<file path="config.mk">
export PLATFORM = sky130hd
export DESIGN_NAME = window_slot_allocator_core
export DESIGN_NICKNAME = d
export VERILOG_FILES = /design/src/hdl/wsa_pkg.sv /design/src/hdl/wsa_id_mem.sv /design/src/hdl/wsa_ctrl.sv /design/src/hdl/window_slot_allocator_core.sv
export SDC_FILE = /design/constraint.sdc
export NUM_CORES = 1
export LEC_CHECK = 0
export BUFFER_PORTS_ARGS = -buffer_cell sky130_fd_sc_hd__buf_2
export CAP_MARGIN = 30
export CORE_MARGIN = 2
export CORE_UTILIZATION = 35
export CTS_BUF_LIST = sky130_fd_sc_hd__clkbuf_16
export DETAILED_ROUTE_END_ITERATION = 16
export SLEW_MARGIN = 10
export SYNTH_ARGS = -nofsm -noshare
export SYNTH_HDL_FRONTEND = slang
export SYNTH_SLANG_ARGS = --single-unit
</file>
<file path="constraint.sdc">
create_clock -name clk -period 7.4 [get_ports clk]
set_input_delay 1.48 -clock clk [delete_from_list [all_inputs] [get_ports clk]]
set_output_delay 1.48 -clock clk [all_outputs]
set_load 0.02 [all_outputs]
</file>
<file path="src/hdl/wsa_pkg.sv">
// Shared types and codes of the window slot allocator.
`timescale 1ns / 1ps
`default_nettype none

package wsa_pkg;

  localparam logic OP_ATTACH = 1'b0;
  localparam logic OP_DETACH = 1'b1;

  typedef enum logic [2:0] {
    STS_OK         = 3'd0,
    STS_DUPLICATE  = 3'd1,
    STS_TABLE_FULL = 3'd2,
    STS_NO_SLOT    = 3'd3,
    STS_START_FAIL = 3'd4
  } status_t;

  typedef enum logic [2:0] {
    FS_IDLE,
    FS_SCAN,
    FS_DRAIN,
    FS_EVAL,
    FS_DONE
  } fsm_t;

  typedef struct packed {
    logic        op;
    logic [31:0] req_id;
    logic        start_failed;
  } in_word_t;

  typedef struct packed {
    status_t     status;
    logic [3:0]  entry_index;
    logic [3:0]  slot_index;
    logic [4:0]  active_count;
    logic [4:0]  detached_count;
  } out_word_t;

endpackage

`default_nettype wire

</file>
<file path="src/hdl/wsa_id_mem.sv">
// Capture id memory: one write port, one read port with registered read data.
`timescale 1ns / 1ps
`default_nettype none

module wsa_id_mem #(
  parameter int DEPTH = 16,
  localparam int AW = (DEPTH > 1) ? $clog2(DEPTH) : 1
) (
  input  wire logic          clk,
  input  wire logic          we,
  input  wire logic [AW-1:0] waddr,
  input  wire logic [31:0]   wdata,
  input  wire logic          re,
  input  wire logic [AW-1:0] raddr,
  output logic      [31:0]   rdata
);

  logic [31:0] mem [DEPTH];

  always_ff @(posedge clk) begin
    if (we) begin
      mem[waddr] <= wdata;
    end
  end

  always_ff @(posedge clk) begin
    if (re) begin
      rdata <= mem[raddr];
    end
  end

endmodule

`default_nettype wire

</file>
<file path="src/hdl/wsa_ctrl.sv">
// Request sequencer: scans the id memory, valid bits and slot mask, then commits.
`timescale 1ns / 1ps
`default_nettype none

module wsa_ctrl import wsa_pkg::*; #(
  parameter int ENTRIES = 16,
  parameter int SLOTS = 16,
  localparam int AW = (ENTRIES > 1) ? $clog2(ENTRIES) : 1
) (
  input  wire logic      clk,
  input  wire logic      rst_n,
  input  wire logic      in_valid,
  output logic           in_stall,
  input  wire in_word_t  in_word,
  output logic           mem_we,
  output logic [AW-1:0]  mem_waddr,
  output logic [31:0]    mem_wdata,
  output logic           mem_re,
  output logic [AW-1:0]  mem_raddr,
  input  wire logic [31:0] mem_rdata,
  output logic           res_push,
  input  wire logic      res_ready,
  output out_word_t      res_word
);

  localparam int SW = (SLOTS > 1) ? $clog2(SLOTS) : 1;
  localparam int SCAN = (ENTRIES > SLOTS) ? ENTRIES : SLOTS;
  localparam int IW = (SCAN > 1) ? $clog2(SCAN) : 1;
  localparam int CNW = $clog2(ENTRIES + 1);
  localparam logic [IW-1:0] LAST = IW'(SCAN - 1);
  localparam logic [IW:0] ENT_L = (IW + 1)'(ENTRIES);
  localparam logic [IW:0] SLOT_L = (IW + 1)'(SLOTS);

  fsm_t              state_r, state_nxt;
  logic [31:0]       id_r, id_nxt;
  logic              sf_r, sf_nxt;
  logic [ENTRIES-1:0] valid_r, valid_nxt;
  logic [SLOTS-1:0]  mask_r, mask_nxt;
  logic [CNW-1:0]    total_r, total_nxt;
  logic [IW-1:0]     idx_r, idx_nxt;
  logic              pv_r, pv_nxt;
  logic [IW-1:0]     pidx_r, pidx_nxt;
  logic              dup_r, dup_nxt;
  logic              efound_r, efound_nxt;
  logic [AW-1:0]     eidx_r, eidx_nxt;
  logic              sfound_r, sfound_nxt;
  logic [SW-1:0]     sidx_r, sidx_nxt;
  out_word_t         res_r, res_nxt;

  logic p_in_ent;
  logic p_in_slot;
  logic accept;

  always_ff @(posedge clk) begin
    if (!rst_n) begin
      state_r  <= FS_IDLE;
      valid_r  <= '0;
      mask_r   <= '0;
      total_r  <= '0;
      pv_r     <= 1'b0;
    end else begin
      state_r  <= state_nxt;
      valid_r  <= valid_nxt;
      mask_r   <= mask_nxt;
      total_r  <= total_nxt;
      pv_r     <= pv_nxt;
    end
  end

  always_ff @(posedge clk) begin
    id_r     <= id_nxt;
    sf_r     <= sf_nxt;
    idx_r    <= idx_nxt;
    pidx_r   <= pidx_nxt;
    dup_r    <= dup_nxt;
    efound_r <= efound_nxt;
    eidx_r   <= eidx_nxt;
    sfound_r <= sfound_nxt;
    sidx_r   <= sidx_nxt;
    res_r    <= res_nxt;
  end

  assign in_stall  = (state_r != FS_IDLE);
  assign accept    = in_valid && !in_stall;
  assign p_in_ent  = ({1'b0, pidx_r} < ENT_L);
  assign p_in_slot = ({1'b0, pidx_r} < SLOT_L);
  assign res_word  = res_r;

  always_comb begin
    state_nxt  = state_r;
    id_nxt     = id_r;
    sf_nxt     = sf_r;
    valid_nxt  = valid_r;
    mask_nxt   = mask_r;
    total_nxt  = total_r;
    idx_nxt    = idx_r;
    pv_nxt     = 1'b0;
    pidx_nxt   = pidx_r;
    dup_nxt    = dup_r;
    efound_nxt = efound_r;
    eidx_nxt   = eidx_r;
    sfound_nxt = sfound_r;
    sidx_nxt   = sidx_r;
    res_nxt    = res_r;
    mem_we     = 1'b0;
    mem_waddr  = eidx_r;
    mem_wdata  = id_r;
    mem_re     = 1'b0;
    mem_raddr  = idx_r[AW-1:0];
    res_push   = 1'b0;

    // Second half of the scan: the id read in the previous cycle is now available.
    if (pv_r) begin
      if (p_in_ent) begin
        if (valid_r[pidx_r[AW-1:0]] && (mem_rdata == id_r)) begin
          dup_nxt = 1'b1;
        end
        if (!valid_r[pidx_r[AW-1:0]] && !efound_r) begin
          efound_nxt = 1'b1;
          eidx_nxt   = pidx_r[AW-1:0];
        end
      end
      if (p_in_slot && !mask_r[pidx_r[SW-1:0]] && !sfound_r) begin
        sfound_nxt = 1'b1;
        sidx_nxt   = pidx_r[SW-1:0];
      end
    end

    unique case (state_r)
      FS_IDLE: begin
        if (accept) begin
          id_nxt = in_word.req_id;
          sf_nxt = in_word.start_failed;
          if (in_word.op == OP_DETACH) begin
            valid_nxt = '0;
            mask_nxt  = '0;
            total_nxt = '0;
            res_nxt.status         = STS_OK;
            res_nxt.entry_index    = '0;
            res_nxt.slot_index     = '0;
            res_nxt.active_count   = '0;
            res_nxt.detached_count = 5'(total_r);
            state_nxt = FS_DONE;
          end else begin
            idx_nxt    = '0;
            dup_nxt    = 1'b0;
            efound_nxt = 1'b0;
            sfound_nxt = 1'b0;
            state_nxt  = FS_SCAN;
          end
        end
      end
      FS_SCAN: begin
        mem_re   = ({1'b0, idx_r} < ENT_L);
        pv_nxt   = 1'b1;
        pidx_nxt = idx_r;
        idx_nxt  = idx_r + IW'(1);
        if (idx_r == LAST) begin
          state_nxt = FS_DRAIN;
        end
      end
      FS_DRAIN: begin
        state_nxt = FS_EVAL;
      end
      FS_EVAL: begin
        res_nxt.entry_index    = '0;
        res_nxt.slot_index     = '0;
        res_nxt.active_count   = 5'(total_r);
        res_nxt.detached_count = '0;
        priority if (dup_r) begin
          res_nxt.status = STS_DUPLICATE;
        end else if (!efound_r) begin
          res_nxt.status = STS_TABLE_FULL;
        end else if (!sfound_r) begin
          res_nxt.status = STS_NO_SLOT;
        end else if (sf_r) begin
          res_nxt.status = STS_START_FAIL;
        end else begin
          res_nxt.status       = STS_OK;
          res_nxt.entry_index  = 4'(eidx_r);
          res_nxt.slot_index   = 4'(sidx_r);
          res_nxt.active_count = 5'(total_r + CNW'(1));
          valid_nxt[eidx_r]    = 1'b1;
          mask_nxt[sidx_r]     = 1'b1;
          total_nxt            = total_r + CNW'(1);
          mem_we               = 1'b1;
        end
        state_nxt = FS_DONE;
      end
      FS_DONE: begin
        res_push = 1'b1;
        if (res_ready) begin
          state_nxt = FS_IDLE;
        end
      end
      default: begin
        state_nxt = FS_IDLE;
      end
    endcase
  end

endmodule

`default_nettype wire

</file>
<file path="src/hdl/window_slot_allocator_core.sv">
// Top level of the window slot allocator: sequencer, id memory and output register.
`timescale 1ns / 1ps
`default_nettype none

// One request word is taken at a time. An attach walks the capture id memory
// and the slot mask one index per cycle, max(ENTRIES, SLOTS) indexes in all,
// and then evaluates and commits; once the output register has taken its
// result word, the next word can be taken in the cycle after. A detach-all
// needs no scan. The output register holds a finished word while the next
// request is already being worked on. Ids of entries never attached are not
// cleared after reset, since an id is only compared while its entry is valid.
module window_slot_allocator_core import wsa_pkg::*; #(
  parameter int ENTRIES = 16,
  parameter int SLOTS = 16
) (
  input  wire logic     clk,
  input  wire logic     rst_n,
  input  wire logic     in_valid,
  output logic          in_stall,
  input  wire in_word_t in_word,
  output logic          out_valid,
  input  wire logic     out_stall,
  output out_word_t     out_word
);

  localparam int AW = (ENTRIES > 1) ? $clog2(ENTRIES) : 1;

  logic          mem_we;
  logic [AW-1:0] mem_waddr;
  logic [31:0]   mem_wdata;
  logic          mem_re;
  logic [AW-1:0] mem_raddr;
  logic [31:0]   mem_rdata;
  logic          res_push;
  logic          res_ready;
  out_word_t     res_word;
  logic          out_valid_r;
  out_word_t     out_word_r;

  wsa_ctrl #(
    .ENTRIES (ENTRIES),
    .SLOTS   (SLOTS)
  ) u_ctrl (
    .clk       (clk),
    .rst_n     (rst_n),
    .in_valid  (in_valid),
    .in_stall  (in_stall),
    .in_word   (in_word),
    .mem_we    (mem_we),
    .mem_waddr (mem_waddr),
    .mem_wdata (mem_wdata),
    .mem_re    (mem_re),
    .mem_raddr (mem_raddr),
    .mem_rdata (mem_rdata),
    .res_push  (res_push),
    .res_ready (res_ready),
    .res_word  (res_word)
  );

  wsa_id_mem #(
    .DEPTH (ENTRIES)
  ) u_id_mem (
    .clk   (clk),
    .we    (mem_we),
    .waddr (mem_waddr),
    .wdata (mem_wdata),
    .re    (mem_re),
    .raddr (mem_raddr),
    .rdata (mem_rdata)
  );

  assign res_ready = !out_valid_r || !out_stall;

  always_ff @(posedge clk) begin
    if (!rst_n) begin
      out_valid_r <= 1'b0;
    end else if (res_push && res_ready) begin
      out_valid_r <= 1'b1;
    end else if (!out_stall) begin
      out_valid_r <= 1'b0;
    end
  end

  always_ff @(posedge clk) begin
    if (res_push && res_ready) begin
      out_word_r <= res_word;
    end
  end

  assign out_valid = out_valid_r;
  assign out_word  = out_word_r;

`ifndef NO_ASSERTIONS
  a_one_at_a_time: assert property (@(posedge clk) disable iff (!rst_n)
    (in_valid && !in_stall) |=> in_stall)
    else $error("request word taken while another is in progress");

  a_result_held: assert property (@(posedge clk) disable iff (!rst_n)
    (res_push && !res_ready) |=> (res_push && $stable(res_word)))
    else $error("finished result changed before the output register took it");

  a_fail_no_index: assert property (@(posedge clk) disable iff (!rst_n)
    (out_valid && (out_word.status != STS_OK)) |->
      ((out_word.entry_index == 4'd0) && (out_word.slot_index == 4'd0)))
    else $error("failed attach reports an entry or slot");

  a_detach_clears: assert property (@(posedge clk) disable iff (!rst_n)
    (out_valid && (out_word.detached_count != 5'd0)) |->
      ((out_word.status == STS_OK) && (out_word.active_count == 5'd0)))
    else $error("detach-all word leaves entries active");
`endif

endmodule

`default_nettype wire

</file>
# --- Word-level counts from Yosys, hierarchy flattened ---
# Memory sizes are Yosys's and may differ from the RTL's. A register that Yosys moved wholly into a read port is not among the register bits.
# Index checks and enable logic that the tools add are counted.
classes:
  n_addsub: 2
  multipliers: 0
  div: 0
  magnitude_cmp: 5
  eq_ne: 16
  shifts: 0
  muxes: 72
  bitwise_logic: 2
  reduce_logical: 26
ops:
  columns: ["op", "n"]
  rows:
  - ["16-bit 2-to-1 mux", 10]
  - ["16-bit case mux with 2 select lines", 2]
  - ["13-bit 2-to-1 mux", 4]
  - ["21-bit 2-to-1 mux", 2]
  - ["21-bit case mux with 2 select lines", 1]
  - ["32-bit == test", 1]
  - ["16-bit OR", 2]
  - ["1-bit 2-to-1 mux", 30]
  - ["5-bit 2-to-1 mux", 6]
  - ["3-bit 2-to-1 mux", 8]
  - ["4-bit by 5-bit < comparator with 1-bit output (second input constant)", 3]
  - ["3-bit case mux with 5 select lines", 1]
  - ["2-bit by 1-bit inequality test with 1-bit output (second input constant)", 5]
  - ["2-bit inequality test (second input constant)", 5]
  - ["5-bit case mux with 2 select lines", 1]
  - ["3-bit AND reduction", 3]
  - ["1-bit binary-select mux with 4-bit select", 2]
  - ["1-bit demux with 4-bit select", 2]
  - ["4-bit by 1-bit greater-or-equal comparator with 1-bit output (second input constant)", 2]
  - ["4-bit 2-to-1 mux", 2]
  - ["4-bit case mux with 2 select lines", 1]
  - ["1-bit logical AND", 7]
  - ["1-bit logical NOT", 7]
  - ["7-bit AND reduction", 1]
  - ["11 further kinds", 15]
totals:
  register_bits: 136
  latchBits: 0
  ram_bits: 512
  rom_bits: 0
  out_inout_bits: 23
  memories: 1
mem_list:
  columns: ["name", "depth", "word_bits", "rd", "rd_ports_with_merged_regs", "wr", "line_no", "text"]
  rows:
  - ["u_id_mem.mem", 16, 32, 1, 1, 1, "wsa_id_mem.sv:18", "logic [31:0] mem [DEPTH];"]

# --- Depth between registers and ports, before layout ---
# Gate-level depths: netlist (run 1).
depth:
  depth_word: 10
  mapped_depth: 9
  depth_no_buf: 5

# --- Hierarchy ---
# Synthesis (run 1) repeated with hierarchy kept, for this count alone.
unflattened:
  hier_cells: 1233
  area_unflattened_um2: 25508.2
by_module_without_submodules:
  columns: ["mod", "instances", "cells_each", "area_each_um2", "seq_area_each_um2"]
  rows:
  - ["wsa_id_mem", 1, 838, 20156.8, 16335.7]
  - ["wsa_ctrl", 1, 369, 4679.5, 2982.9]
  - ["window_slot_allocator_core", 1, 26, 671.9, 650.6]

# --- Least setup slack after synthesis (run 1) ---
# Ideal clock, no wire load.
synth_path:
  path_kind: "flip-flop to flip-flop"
  startpoint: "register u_ctrl.sf_r"
  endpoint: "memory u_id_mem.mem[2][0], enable pin"
  arrival_ns: 3.565
  t_required_ns: 6.939
  slack_ns: 3.374
  stages_incl_launch_ff: 7
  synth_period_minus_slack_ns: 4.026
  path_cell_list: "edfxtp_1 -> and4bb_1 -> buf_6 -> nor2b_1 -> clkbuf_1 -> nand2_1 -> nor3_1"
synth_between:
  elab_chain_cells: 7
synth_rtl:
  columns: ["item", "line_no", "text"]
  rows:
  - ["start: declaration", "wsa_ctrl.sv:36", "logic sf_r, sf_nxt;"]
  - ["start signal: assignment", "wsa_ctrl.sv:72", "sf_r <= sf_nxt;"]
  - ["1-bit 2-to-1 mux", "wsa_ctrl.sv:176", "end else if (sf_r) begin"]
  - ["1-bit 2-to-1 mux", "wsa_ctrl.sv:174", "end else if (!sfound_r) begin"]
  - ["1-bit 2-to-1 mux", "wsa_ctrl.sv:172", "end else if (!efound_r) begin"]
  - ["1-bit 2-to-1 mux", "wsa_ctrl.sv:170", "priority if (dup_r) begin"]
  - ["1-bit 2-to-1 mux", "wsa_ctrl.sv:129", "unique case (state_r)"]
  - ["1-bit 2-to-1 mux", "wsa_id_mem.sv:21", "if (we) begin"]
  - ["1-bit 2-to-1 mux (not written as such)", "wsa_id_mem.sv:22", "mem[waddr] <= wdata;"]
  - ["end: declaration", "wsa_id_mem.sv:18", null]
# No other way between the ends.

# --- Final worst setup path (run 1) ---
layout_path:
  startpoint: "register u_ctrl.state_r[1]"
  endpoint: "memory u_id_mem.mem[8][20], enable pin"
layout_between:
  elab_chain_cells: 4
layout_rtl:
  columns: ["item", "line_no", "text"]
  rows:
  - ["start: declaration", "wsa_ctrl.sv:34", "fsm_t state_r, state_nxt;"]
  - ["start signal: assignment", "wsa_ctrl.sv:62", "state_r <= state_nxt;"]
  - ["3-bit by 2-bit == test with 1-bit output", "wsa_ctrl.sv:129", null]
  - ["1-bit 2-to-1 mux", "wsa_ctrl.sv:129", null]
  - ["1-bit 2-to-1 mux", "wsa_id_mem.sv:21", null]
  - ["1-bit 2-to-1 mux (not written as such)", "wsa_id_mem.sv:22", null]
# No other way between the ends.

==> impl_metrics.toml, run 1 <==
[floorplan]
chipHeight_um = 275
die_w_um = 275
io_pins = 61
start_util = 0.353
coreArea_um2 = 72800
dieArea_um2 = 75600
rows = 99

[routing]
first_pass_iters = 5
drc = 0
final_antenna_net_count = 0
viasPerCell = 5.08
num_vias = 11655
routed_wl_mm = 52.1
wl_per_cell_um = 22.7
drt_iter0_drc = 952

[timing]
worst_slack_ns = 3.86
fin_worst_skew_ns = 0.0358
tns_ns = 0
fin_crit_sh = 0.479
rsz0062_at_grt = "no"
relSlewSlack = 0.386
max_freq_mhz = 282
final.min_clock_period_ns = 3.54
hold_violations = 0
setup_viol = 0
drv_slew = 0
tightestPinTransition_ns = 0.921

[worst_setup_path]
cp_cell_sequence = "nand3b_1 > nor2b_1 > nand2_1 > nor2_4 > buf_4"
startpoint_type = "flip-flop"
endpoint_kind = "flip-flop"
critPathKind = "flip-flop to flip-flop"
slowest_stage = "nor2b_1"
max_stage_delay_ns = 0.85
cp.required_ns = 7.62
arrival_ns = 3.77
critPathMaxFanout = 23

[grt]
grtUsageTotal = 0.141
grt_pass1_vias = 12170
grt_pass1_wl_mm = 78.7
grt.overflow.total = 0
antenna_found_initial = 0
grt_max_degree = 132

[cts]
post_cts_resized = 0
cts-hold-fix-buffers = 0
tritoncts = "done"
cts_setup_buffers = 0
numCtsBuffers = 71
cts.clk_slew.worst_paths_ns = 0.06
cts-root-buf = "clkbuf_16"
cts_sinks = 680
ctsHtreeMaxLevel = 3
clk_latency_ns = 0.61
cts_buffer_depth = 3

[power]
vdd_ir_drop_max_v = 0.000206
p_total_uw = 8460
p_leak_uw = 0.00934
powerDensity_nw_per_um2 = 285

[final_layout]
drive_above_1_share = 0.289
final_cells = 2294
diodes = 0
nFillCells = 6359
seqCellArea_um2 = 20000
multi_input_area_um2 = 5480
fin_area_um2 = 29700
num-nets-final = 1319
areaGrowthSynthToFinish_pct = 15.4

[yosys]
yosysTopAreaCell = "edfxtp_1"
synth_flop_cell = "edfxtp_1"
synth_top_area_frac = 0.742
syn_inst = 1173
async_reset_ff_frac = 0
synth_commonest_cells = "edfxtp_1, mux4_2, nor2_1"
synthDistinctLibCells = 48
syn_area_um2 = 25700
ys_warn_count = 0
ys_seq_area_frac = 0.777
synth_most_common_cell = "edfxtp_1"
synthTopCellsByArea = "edfxtp_1, mux4_2, dfxtp_1"
syn-num-nets = 1213
syn_area_per_cell_um2 = 21.9
ys_ff_latch = 680
synth_edf_count = 635

[min_path]
hp-class = "flip-flop to flip-flop"

[placed_design]
gp_congestion = 0.731
dpl.cell_count = 2164
place_area_um2 = 27200
port_buffers = 60
dp_slack_ns = 3.89
dp_hpwl_mm = 28.5

[run_status]
status = "complete, no violations"

[job]
drv_cap = 0
==> state kept, by name (all words and copies together) (netlist names), 5 cells and up <==
name	count
u_ctrl.mem_wdata	32
u_id_mem.mem	512
u_ctrl.total_r	5
u_id_mem.rdata	32
u_ctrl.mask_r	16
out_word	21
u_ctrl.valid_r	16
u_ctrl.res_word	21
==> per-stage QoR <==
step / utilization / hold WS [ns]
6_report: 0.407 / 0.418
5_1_grt: 0.407 / 0.433
4_1_cts: 0.407 / 0.418
3_5_place_dp: 0.374 / 0.405
3_3_place_gp: 0.374 / 0.412
2_1_floorplan: - / 0.400
==> path summary, 6_finish.rpt <==
path	start	end	slack, ns	depth (start not counted)
min	u_ctrl.res_word[4]	out_word[4]	0.42	0
max reg2reg	u_ctrl.state_r[1]	u_id_mem.mem[8][20]	3.86	5
max	u_ctrl.state_r[1]	u_id_mem.mem[8][20]	3.86	5
min reg2reg	u_ctrl.res_word[4]	out_word[4]	0.42	0
==> cell families after synthesis <==
kind of cell / count (synthesis) / synth area share
compound gates: 54 / 0.0135
xor+xnor: 39 / 0.0133
fa+ha+maj: 2 / 0.000973
buf+inv: 64 / 0.0148
flops: 680 / 0.777
mux: 172 / 0.150
simple gates: 162 / 0.0311
==> cells in the final DEF, fill, tap and decap left out, types with 3 or more instances in the layout <==
cell type   instances
edfxtp_1          635
mux4_2            158
clkbuf_16          72
buf_2              60
nor2_1             51
dfxtp_1            45
buf_4              27
a31oi_1            23
xor2_1             21
nand2_1            20
xnor2_1            18
and2_1             17
clkinv_2           15
inv_1              13
nor2_4             12
a21oi_1            12
bufinv_16          11
nor2b_1            10
nor3_1              9
mux4_1              9
nand3_1             9
clkinv_1            9
clkinvlp_4          6
nand2b_1            4
nor3_2              4
nand4_1             4
nor4_1              4
and3_1              4
nand3b_1            3
mux2i_1             3
o22ai_1             3
a21boi_0            3
a41oi_1             3
inv_6               3
buf_12              3
==> where the power goes <==
| part | total (uW) | internal, uW | leakage (uW) | switching, uW |
|---|---|---|---|---|
| clock | 3650 | 2170 | 0.00121 | 1480 |
| sequential | 4380 | 4290 | 0.00612 | 85.2 |
| combinational | 438 | 212 | 0.00201 | 225 |
==> routing by layer <==
metal  vias up  track usage  share of wire
met5         -            0              0
met1      6171        0.190           0.43
li1       5058            -              -
met2       343        0.232           0.50
met3        83       0.0256          0.049
met4         0       0.0438          0.024
==> worst max-delay path, delay by kind of cell, from the launching register on <==
family	cells	cell delay, ns
AND/OR/NAND/NOR	4	2.17
flip-flops	1	0.49
buffers and inverters	1	0.48
==> layout make-up <==
cell class,count,area share
Tap cell,959,0.0404
Clock inverter,57,0.0209
Multi-Input combinational cell,429,0.185
Timing Repair Buffer,92,0.0199
Inverter,5,0.000632
Clock buffer,72,0.0607
Sequential cell,680,0.673
(Power assumes the default switching activity.)
==> inputs of run 2 (changes only) <==
--- a/config.mk
+++ b/config.mk
@@ -5,6 +5,7 @@
 export SDC_FILE = /design/constraint.sdc
 export NUM_CORES = 1
 export LEC_CHECK = 0
+export ABC_AREA = 1
 export BUFFER_PORTS_ARGS = -buffer_cell sky130_fd_sc_hd__buf_2
 export CAP_MARGIN = 30
 export CORE_MARGIN = 2
==> constraint.sdc (replaced) <==
create_clock -name clk -period 3 [get_ports clk]
set_input_delay 0.6 -clock clk [delete_from_list [all_inputs] [get_ports clk]]
set_output_delay 0.6 -clock clk [all_outputs]
set_load 0.02 [all_outputs]
==> run 2 against run 1 <==
  * Worst hold slack worse by 0.26 ns
  * Fmax is 49% higher
  * Global-route usage grew 1.7 points
  * Final area is 3.2% higher
  * Clock power increased by 130%
  * Utilization shrank 0.29 points
  * Critical path type unchanged
  * Largest cell class unchanged
  * Highest routed layer unchanged
==> impl_metrics.toml, run 2 <==
[run_status]
status = "complete, no violations"

[routing]
num_vias = 16496
drt_iter0_drc = 1585
drc = 0
viasPerCell = 5.17
routed_wl_mm = 62.3
first_pass_iters = 7
final_antenna_net_count = 0
wl_per_cell_um = 19.5

[timing]
final.min_clock_period_ns = 2.37
relSlewSlack = 0.444
drv_slew = 0
max_freq_mhz = 421
worst_slack_ns = 0.626
tightestPinTransition_ns = 0.834
hold_violations = 0
setup_viol = 0
rsz0062_at_grt = "no"
fin_crit_sh = 0.791
fin_worst_skew_ns = 0.0248
tns_ns = 0

[grt]
grt_max_degree = 135
grt_pass1_wl_mm = 94.8
antenna_found_initial = 0
grt_busiest_layer = "met2"
use_met2 = 0.259
grtUsageTotal = 0.158
grt.overflow.total = 0
gr-usage-met3 = 0.0254
met1_usage = 0.213
grt_pass1_vias = 16117

[yosys]
syn-num-nets = 2122
syn_area_um2 = 26600
synth_flop_cell = "edfxtp_1"
synth_edf_count = 635
synthTopCellsByArea = "edfxtp_1, nor2_1, o21ai_0"
syn_inst = 2082
syn_area_per_cell_um2 = 12.8
ys_warn_count = 0
yosysTopAreaCell = "edfxtp_1"
synth_top_area_frac = 0.716
ys_seq_area_frac = 0.750
async_reset_ff_frac = 0
ys_ff_latch = 680
synthDistinctLibCells = 32
synth_commonest_cells = "edfxtp_1, nor2_1, o21ai_0"
synth_most_common_cell = "edfxtp_1"

[floorplan]
rows = 101
die_w_um = 280
io_pins = 61
dieArea_um2 = 78300
start_util = 0.352
chipHeight_um = 280
coreArea_um2 = 75700

[worst_setup_path]
cp.required_ns = 3.27
critPathKind = "flip-flop to flip-flop"
cpMostUsedCell = "inv_1"
ff2ff_path_depth = 6
endpoint_kind = "flip-flop"
startpoint_type = "flip-flop"
cp.buffers_inverters = 3
arrival_ns = 2.64
critPathMaxFanout = 19
max_stage_delay_ns = 0.38
slowest_stage = "edfxtp_1"
path_delay_family = "buffers and inverters"
cp.depth = 6
cp_cell_sequence = "nor3_1 > inv_1 > nor2_1 > inv_1 > nor3_2 > buf_4"

[final_layout]
final_cells = 3193
final_cell_mix = "edfxtp_1, nor2_1, o21ai_0"
largest_register = "u_id_mem.mem"
num-nets-final = 2201
largest_reg_flops = 512
nFillCells = 6954
areaGrowthSynthToFinish_pct = 15.0
diodes = 0
final_common_cell = "edfxtp_1"
drive_above_1_share = 0.112
fin_area_um2 = 30600

[power]
p_clk_frac = 0.356
p_total_uw = 23600
p_seq_frac = 0.483
combPwrFrac = 0.161
p_int_uw = 17000
switching_share = 0.278
powerDensity_nw_per_um2 = 771
vdd_ir_drop_max_v = 0.000402
power_switching_uw = 6580
p_leak_uw = 0.0102

[min_path]
hp-class = "primary input to flip-flop"
whs_path_depth = 1

[cts]
cts_setup_buffers = 0
post_cts_resized = 0
tritoncts = "done"
cts-hold-fix-buffers = 0
ctsHtreeMaxLevel = 3
numCtsBuffers = 69
cts_buffer_depth = 3
cts-root-buf = "clkbuf_16"
cts_sinks = 680
clk_latency_ns = 0.61
cts.clk_slew.worst_paths_ns = 0.06

[placed_design]
place_area_um2 = 28400
dp_hpwl_mm = 35.4
dp_slack_ns = 0.646
gp_congestion = 0.827
port_buffers = 60
dpl.cell_count = 3068

[job]
drv_cap = 0
## run 2: power groups by stage
stage               clock network [uW]  registers (uW)  logic (uW)
finish                            8410           11400        3810
global route                      8910           11400        4260
CTS                               8570           11400        3860
detailed placement                   0           11600        3850
global placement                     0           11600        3780
floorplan                            0           11600        2550
## run 2: cell families after synthesis
family | count (synthesis) | share of synthesized area
adders and majority gates | 2 | 0.000939
xor gates and xnor gates | 13 | 0.00428
DFF | 680 | 0.750
AOI/OAI and AO/OA | 405 | 0.0916
buffers and inverters | 233 | 0.0385
and+or+nand+nor | 749 | 0.115
## run 2: worst paths after layout
path | startpoint | endpoint | slack (ns)
min reg2reg | u_ctrl.res_word[19] | out_word[19] | 0.40
max reg2reg | u_ctrl.sf_r | u_id_mem.mem[13][12] | 0.63
max | u_ctrl.sf_r | u_id_mem.mem[13][12] | 0.63
min | in_word[23] | u_ctrl.mem_wdata[22] | 0.16
## run 2: final cells by class
cell class,count,area [um2],area share
timing repair buffer,121,1060,0.0346
sequential,680,20000,0.652
multi-input combinational,1169,5720,0.187
tap,978,1220,0.0400
clock inverter,54,417,0.0136
clock buffer,71,1780,0.0580
inverter,120,455,0.0149
## run 2: metal layers
layer / share of wire / up-vias
li1: - / 7670
met1: 0.44 / 8261
met2: 0.48 / 451
met3: 0.046 / 114
met4: 0.029 / 0
met5: 0 / -
## run 2: through the flow
| stage | utilization | hold WS (ns) |
|---|---|---|
| floorplan | - | 0.400 |
| global placement | 0.376 | 0.404 |
| detailed placement | 0.376 | 0.405 |
| CTS | 0.405 | 0.131 |
| global route | 0.405 | 0.134 |
| finish | 0.405 | 0.159 |
